[config.mk]
export PLATFORM = sky130hd
export DESIGN_NAME = base64url_stream_encoder
export DESIGN_NICKNAME = d
export VERILOG_FILES = /design/src/hw/rtl/b64u_pkg.sv /design/src/hw/rtl/base64url_stream_encoder.sv
export SDC_FILE = /design/constraint.sdc
export NUM_CORES = 1
export LEC_CHECK = 0
export ABC_CLOCK_PERIOD_IN_PS = 7200
export BUFFER_PORTS_ARGS = -buffer_cell sky130_fd_sc_hd__buf_2
export CORE_UTILIZATION = 40
export DETAILED_ROUTE_END_ITERATION = 12
export GPL_TIMING_DRIVEN = 0
export SYNTH_ARGS = -nofsm -noshare
export SYNTH_HDL_FRONTEND = slang
export SYNTH_SLANG_ARGS = --single-unit
[constraint.sdc]
create_clock -name clock -period 7.2 [get_ports clock]
set_input_delay 1.08 -clock clock [delete_from_list [all_inputs] [get_ports clock]]
set_output_delay 1.08 -clock clock [all_outputs]
set_load 0.005 [all_outputs]
[src/hw/rtl/b64u_pkg.sv]
// Shared types and the sextet-to-ASCII mapping for the base64url encoder.
// Depends on nothing.
package b64u_pkg;

   localparam int unsigned ByteWidth   = 8;
   localparam int unsigned SextetWidth = 6;
   localparam int unsigned CharWidth   = 7;
   localparam int unsigned CarryWidth  = 4;

   typedef logic [SextetWidth-1:0] sextet_type;
   typedef logic [CharWidth-1:0]   ascii_type;

   localparam ascii_type CharUpperA = 7'd65;
   localparam ascii_type CharLowerA = 7'd97;
   localparam ascii_type CharZero   = 7'd48;
   localparam ascii_type CharDash   = 7'd45;
   localparam ascii_type CharUnder  = 7'd95;

   function automatic ascii_type encode_sextet(sextet_type s);
      ascii_type c;
      case (s) inside
         [6'd0:6'd25]:  c = ascii_type'(CharUpperA + ascii_type'(s));
         [6'd26:6'd51]: c = ascii_type'(CharLowerA + ascii_type'(s) - 7'd26);
         [6'd52:6'd61]: c = ascii_type'(CharZero + ascii_type'(s) - 7'd52);
         6'd62:         c = CharDash;
         default:       c = CharUnder;
      endcase
      return c;
   endfunction

endpackage

[src/hw/rtl/base64url_stream_encoder.sv]
// Channel   Direction  Handshake           Payload
// req       in         req_valid/stall     req_data_byte[7:0], req_last_byte
// rsp       out        rsp_valid/stall     rsp_out_char[6:0], rsp_last_char
//
// Each accepted byte is encoded in the cycle of its transfer; its one or two
// characters appear in the next cycle from a two-entry result register.
// A byte is taken every cycle while rsp is not stalled; a byte that yields two
// characters (third of a group, or a last byte) holds off the next byte until
// its first character has been taken.
// A rsp stall holds off req in the same cycle once a character is waiting.
// Synchronous active-high reset clears the group phase, carry and result count.
// Depends on b64u_pkg.
module base64url_stream_encoder (
   input  logic                              clock,
   input  logic                              reset,
   input  logic                              req_valid,
   output logic                              req_stall,
   input  logic [b64u_pkg::ByteWidth-1:0]    req_data_byte,
   input  logic                              req_last_byte,
   output logic                              rsp_valid,
   input  logic                              rsp_stall,
   output b64u_pkg::ascii_type               rsp_out_char,
   output logic                              rsp_last_char
);

   typedef enum logic [1:0] {
      PH_FIRST,
      PH_SECOND,
      PH_THIRD
   } phase_type;

   phase_type                             phase_ff, phase_in;
   logic [b64u_pkg::CarryWidth-1:0]       carry_ff, carry_in;
   logic [1:0]                            count_ff;
   b64u_pkg::ascii_type                   char0_ff, char1_ff;
   logic                                  last0_ff, last1_ff;

   b64u_pkg::sextet_type                  sext0, sext1;
   logic                                  two_chars;
   logic                                  second_last;
   logic                                  req_xfer, rsp_xfer;

   assign rsp_valid     = (count_ff != 2'd0);
   assign rsp_out_char  = char0_ff;
   assign rsp_last_char = last0_ff;
   assign rsp_xfer      = rsp_valid && !rsp_stall;
   assign req_stall     = !((count_ff == 2'd0) || ((count_ff == 2'd1) && !rsp_stall));
   assign req_xfer      = req_valid && !req_stall;

   always_comb begin
      sext0       = req_data_byte[7:2];
      sext1       = {req_data_byte[1:0], 4'b0000};
      two_chars   = req_last_byte;
      second_last = 1'b1;
      phase_in    = PH_SECOND;
      carry_in    = {2'b00, req_data_byte[1:0]};
      case (phase_ff)
         PH_SECOND: begin
            sext0       = {carry_ff[1:0], req_data_byte[7:4]};
            sext1       = {req_data_byte[3:0], 2'b00};
            two_chars   = req_last_byte;
            second_last = 1'b1;
            phase_in    = PH_THIRD;
            carry_in    = req_data_byte[3:0];
         end
         PH_THIRD: begin
            sext0       = {carry_ff, req_data_byte[7:6]};
            sext1       = req_data_byte[5:0];
            two_chars   = 1'b1;
            second_last = req_last_byte;
            phase_in    = PH_FIRST;
            carry_in    = '0;
         end
         default: begin
         end
      endcase
      if (req_last_byte) begin
         phase_in = PH_FIRST;
         carry_in = '0;
      end
   end

   always_ff @(posedge clock) begin
      if (reset) begin
         phase_ff <= PH_FIRST;
         carry_ff <= '0;
         count_ff <= 2'd0;
      end else if (req_xfer) begin
         phase_ff <= phase_in;
         carry_ff <= carry_in;
         count_ff <= two_chars ? 2'd2 : 2'd1;
         char0_ff <= b64u_pkg::encode_sextet(sext0);
         last0_ff <= 1'b0;
         char1_ff <= b64u_pkg::encode_sextet(sext1);
         last1_ff <= second_last;
      end else if (rsp_xfer) begin
         count_ff <= count_ff - 2'd1;
         char0_ff <= char1_ff;
         last0_ff <= last1_ff;
      end
   end

endmodule

* Yosys cells after proc, flatten, opt, wreduce, memory -nomap -nowiden
Index checks and enable logic that the tools add are counted.
** Cells by class
- $add $sub $neg :: 11
- $lt $le $gt $ge :: 12
- Equality and inequality tests :: 5
- Mux-type cells :: 21
- Bitwise logic cells :: 1
- Reductions and logical operators :: 17
** Operators with widths (number)
- $mux 7 :: 10
- $add 7x6->7 const A :: 4
- $le 6x6->1 const B :: 4
- $pmux 6 s2 :: 2
- $add 6x6->7 const A :: 2
- $sub 7x5->7 const B :: 2
- $sub 7x6->7 const B :: 2
- $eq 6x6->1 const B :: 2
- $ge 6x1->1 const B :: 2
- $ge 6x5->1 const B :: 2
- $ge 6x6->1 const B :: 2
- $le 6x5->1 const B :: 2
- $logic_and 1x1->1 :: 9
- $mux 2 :: 4
- $pmux 4 s2 :: 1
- $eq 2x1->1 const B :: 2
- $mux 4 :: 1
- $pmux 2 s2 :: 1
- $reduce_and 2->1 :: 2
- $reduce_bool 2->1 :: 2
- $eq 2x2->1 const B :: 1
- $logic_not 1->1 :: 2
- $logic_not 2->1 :: 1
- $mux 1 :: 2
- other kinds (3) :: 3
** Word-level totals
- Bits in registers :: 24
- Bits of input ports :: 13
- Output and inout bits :: 10
- Word-level logic and storage cells :: 74

* Depth between registers and ports, before layout
- Depth in word-level cells :: 8
- Gate-level depth with buffers :: 15
- Depth with buffers taken out :: 12

* Worst setup path after synthesis
No wires, ideal clock.
- Path type :: input to register
- From :: in req_data_byte[2] (netlist name)
- To :: reg char1_ff[2], data pin
- Setup time :: 0.261 ns
- Data arrival time :: 2.866 ns
- Data required time :: 6.939 ns
- Path slack :: 4.073 ns
- Stages on the path :: 10
- Buffers on the path :: 1
- Cells stage by stage :: a22oi_1 > or2_2 > buf_2 > ha_1 > nor2b_1 > o2111ai_1 > nand2_2 > o21ai_0 > a31oi_1 > a311o_1
** On the way
- Cells in the longest elaborated chain, start to end :: 6
- Elaborated cells between the ends (all ways) :: 18
- Those cells by class :: 5 x add/sub; 6 x order compare; 4 x mux; 3 x reduce/logical
** RTL lines
- start, declared :: line base64url_stream_encoder.sv:18 : input logic [b64u_pkg::ByteWidth-1:0] req_data_byte,
- $pmux 6 s2 * :: line base64url_stream_encoder.sv:57 : case (phase_ff)
- $add 6x6->7, or another cell as far along :: line b64u_pkg.sv:24 : [6'd52:6'd61]: c = ascii_type'(CharZero + ascii_type'(s) - 7'd52);
- $sub 7x6->7 or $logic_and 1x1->1 (tied branches) :: line b64u_pkg.sv:24, base64url_stream_encoder.sv:94
- $mux 7 (2 in a row) :: line b64u_pkg.sv:21 : case (s) inside
- $mux 7 * :: line b64u_pkg.sv:21
- end signal, assigned :: line base64url_stream_encoder.sv:94 : char1_ff <= b64u_pkg::encode_sextet(sext1);
- end, declared :: line base64url_stream_encoder.sv:35 : b64u_pkg::ascii_type char0_ff, char1_ff;
Every way passes the cells marked *; elsewhere a longest branch is shown, timed or not.
A chain may end at the register's enable or synchronous reset.

* Worst setup path after layout
- From :: reg phase_ff[0]
- To :: reg char1_ff[2], data pin
** On the way
- Cells in the longest elaborated chain, start to end :: 7
- Elaborated cells between the ends (all ways) :: 20
- Those cells by class :: 5 x add/sub; 6 x order compare; 2 x eq/ne; 4 x mux; 3 x reduce/logical
** RTL lines
- start, declared :: line base64url_stream_encoder.sv:32 : phase_type phase_ff, phase_in;
- start signal, assigned :: line base64url_stream_encoder.sv:89 : phase_ff <= phase_in;
- $eq 2x2->1 or $eq 2x1->1 (tied branches) :: line base64url_stream_encoder.sv:57
- $pmux 6 s2 * :: line base64url_stream_encoder.sv:57
- $add 6x6->7, or another cell as far along :: line b64u_pkg.sv:24
- $sub 7x6->7 or $logic_and 1x1->1 (tied branches) :: line b64u_pkg.sv:24, base64url_stream_encoder.sv:94
- $mux 7 (2 in a row) :: line b64u_pkg.sv:21
- $mux 7 * :: line b64u_pkg.sv:21
Marked as above.

==> impl_metrics.env <==
export IMPL_outcome="completed"
export IMPL_startpoint_type="flip-flop"
export IMPL_cts_buffers=3
export IMPL_crit_path_end_kind="flip-flop"
export IMPL_holdCritPathClass="flip-flop to flip-flop"
export IMPL_cts_hold_buffers=0
export IMPL_dr_pass1_iters=4
export IMPL_rows=27
export IMPL_arrival_ns=3.45
export IMPL_pin_count=23
export IMPL_initial_core_util_pct=42.40
export IMPL_hold_depth=2
export IMPL_cts_max_level=1
export IMPL_register_area_um2=640.6
export IMPL_cts_resized=0
export IMPL_cp_max_fo=10
export IMPL_worstSetupPathType="flip-flop to flip-flop"
export IMPL_slew_violations=0
export IMPL_multiInputGateArea_um2=1568
export IMPL_crit_family="compound AO/OA/AOI/OAI gates"
export IMPL_grtUsageTotal_pct=19.29
export IMPL_cts_buffer_depth=2
export IMPL_post_route_util_pct=47.04
export IMPL_cts_tree="done"
export IMPL_yosys_warnings=0
export IMPL_clock_sinks=24
export IMPL_fin_skew_ns=0.01030
export IMPL_ys_async_sr_fraction_pct=0
export IMPL_core_um2=5642
export IMPL_wl_per_cell_um=15.41
export IMPL_overflow=0
export IMPL_syn_nets=301
export IMPL_critical_path_slowest_cell="dfxtp_1"
export IMPL_diodes=0
export IMPL_cts_root_buf="clkbuf_8"
export IMPL_syn_inst=270
export IMPL_fill_cells=562
export IMPL_drtIter0Drc=94
export IMPL_clkLatencyLatePin_ns=0.28
export IMPL_synth_edf_count=16
export IMPL_ys_seq_area_share_pct=26.78
export IMPL_antenna_found_initial=0
export IMPL_maxCapViolCount=0
export IMPL_peakVddDrop_mv=0.1348
export IMPL_die_w_um=79.34
export IMPL_grt_pass1_vias=1970
export IMPL_wl_um=5641
export IMPL_synth_area_per_cell_um2=8.860
export IMPL_leakagePower_nw=1.038
export IMPL_ant_nets=0
export IMPL_crit_top_cell="buf_6"
export IMPL_synth_cell_area_um2=2392
export IMPL_power_density_nw_per_um2=253.1
export IMPL_slowest_delay_ns=0.39
export IMPL_die_area_um2=6294
export IMPL_port_buffers=20
export IMPL_area_growth_pct=10.93
export IMPL_finalHoldViolCount=0
export IMPL_die_h_um=79.34
export IMPL_layout_drive_gt1_share_pct=21.43
export IMPL_clk_pin_slew_worst_paths_ns=0.10
export IMPL_fin_crit_ns=3.411
export IMPL_tightest_slew_ns=0.6875
export IMPL_viasPerCell=5.667
export IMPL_rsz0062_at_grt="false"
export IMPL_fin_crit_sh_pct=47.38
export IMPL_cts_setup_buffers=0
export IMPL_hpwl_um=4433
export IMPL_final_cell_mix="nand2_1, buf_2, a21oi_1"
export IMPL_worstPathRequired_ns=7.24
export IMPL_vias=2074
export IMPL_final_nets=326
export IMPL_slew_limit_headroom_pct=54.00
export IMPL_final_common_cell="nand2_1"
export IMPL_place_congestion=0.8165
export IMPL_worst_path_stages=14
export IMPL_fmax_mhz=293.1
export IMPL_yosysUniqueCellTypes=73
export IMPL_setup_tns_ns=0
export IMPL_path_buf_inv=5
export IMPL_worstPathCellList="inv_1 -> ha_1 -> buf_6 -> buf_6 -> buf_6 -> a21o_1 -> inv_1 -> ha_1 -> nor2b_1 -> o2111ai_1 -> nand2_2 -> o21ai_0 -> a31oi_1 -> a311o_1"
export IMPL_synth_top_flop_cell="edfxtp_1"
export IMPL_drc_errors=0
export IMPL_setup_viol=0
export IMPL_grt_max_degree=15
export IMPL_grt_first_pass_wirelength_um=9577
export IMPL_reg2reg_depth=14
export IMPL_ys_ff_latch=24
==> cell type report <==
class / instances / area share, %
multi-input cells: 214 / 59.08
clock buffers: 3 / 1.556
repair buffers: 20 / 3.772
inverters: 17 / 2.405
clock inverters: 1 / 1.132
flip-flops and latches: 24 / 24.14
well taps: 72 / 3.395
plain buffers: 15 / 4.526
==> cell usage after synthesis, types with 2 or more instances <==
cell type   n  area share (%)
a211oi_2    2             1.0
a21oi_1    21             4.4
a21oi_2     2            0.73
a221o_1     2            0.84
a221oi_1    2            0.73
a221oi_4    2             2.2
a22oi_1     5             1.6
a31oi_1     3            0.78
and2_1      2            0.52
buf_2       3            0.63
buf_6       8             3.8
clkbuf_1    3            0.47
dfxtp_1     8             6.7
edfxtp_1   16              20
ha_1       18             9.4
inv_1      17             2.7
mux2i_1     3             1.3
nand2_1    30             4.7
nand2_2     3            0.78
nand2b_1    2            0.52
nand3_1    12             2.5
nand4_1     3            0.78
nand4b_1    2            0.73
nor2_1     17             2.7
nor2b_1     5             1.3
nor3_1      9             1.9
o211ai_1    2            0.63
o21a_1      4             1.3
o21ai_0     7             1.5
o21ai_1     3            0.63
o21ai_2     2            0.73
o21ai_4     2             1.4
o221ai_1    2            0.73
o311ai_1    2            0.73
or2b_1      2            0.63
xnor2_1     4             1.5
xor2_1      4             1.5
==> worst min-delay path, cell delays in order, from the launching register on <==
cell	delay [ns]
dfxtp_1	0.34
nand2_1	0.06
a21oi_1	0.05
==> layer usage <==
metal	up-vias	part of all wire [%]	global-route usage, %
met3	8	2.2	1.149
met1	988	48	25.07
li1	1051	-	-
met2	27	48	33.71
met5	-	0	0
met4	0	1.8	6.545
==> registers in the layout (all words and copies together), names as in the netlist <==
register / count
phase_ff: 2
rsp_last_char: 1
carry_ff: 4
rsp_out_char: 7
char1_ff: 7
count_ff: 2
last1_ff: 1
==> kinds of logic after synthesis <==
group,after synthesis,synth area share (%)
buf+inv,32,7.688
xor+xnor,8,2.929
flops,24,26.78
simple gates,101,22.49
mux,4,2.197
compound gates,83,28.51
fa+ha+maj,18,9.414
==> metrics by stage <==
step                setup slack [ns]  area [um2]  power (mW)  instances  hold slack [ns]
finish                         3.789        2654      0.6716        366           0.4870
CTS                            3.792        2654      0.6760        366           0.4891
global placement               3.621        2582      0.5519        362           0.4617
global route                   3.525        2654      0.7221        366           0.5194
detailed placement             3.639        2582      0.5534        362           0.4735
floorplan                      4.073        2392      0.4658        270           0.4452
==> where the power goes <==
part / leakage, nW / switching, mW / internal [mW]
combinational: 0.794 / 0.215 / 0.141
clock: 0.0357 / 0.0479 / 0.0744
sequential: 0.207 / 0.00972 / 0.184
==> path summary, 6_finish.rpt <==
check | from | to | slack (ns)
max | phase_ff[0]$_SDFFE_PP0P_ | char1_ff[2]$_DFFE_PP_ | 3.79
min | carry_ff[2]$_SDFFE_PP0P_ | carry_ff[2]$_SDFFE_PP0P_ | 0.49
max reg2reg | phase_ff[0]$_SDFFE_PP0P_ | char1_ff[2]$_DFFE_PP_ | 3.79
min reg2reg | carry_ff[2]$_SDFFE_PP0P_ | carry_ff[2]$_SDFFE_PP0P_ | 0.49
(Power assumes the default switching activity.)
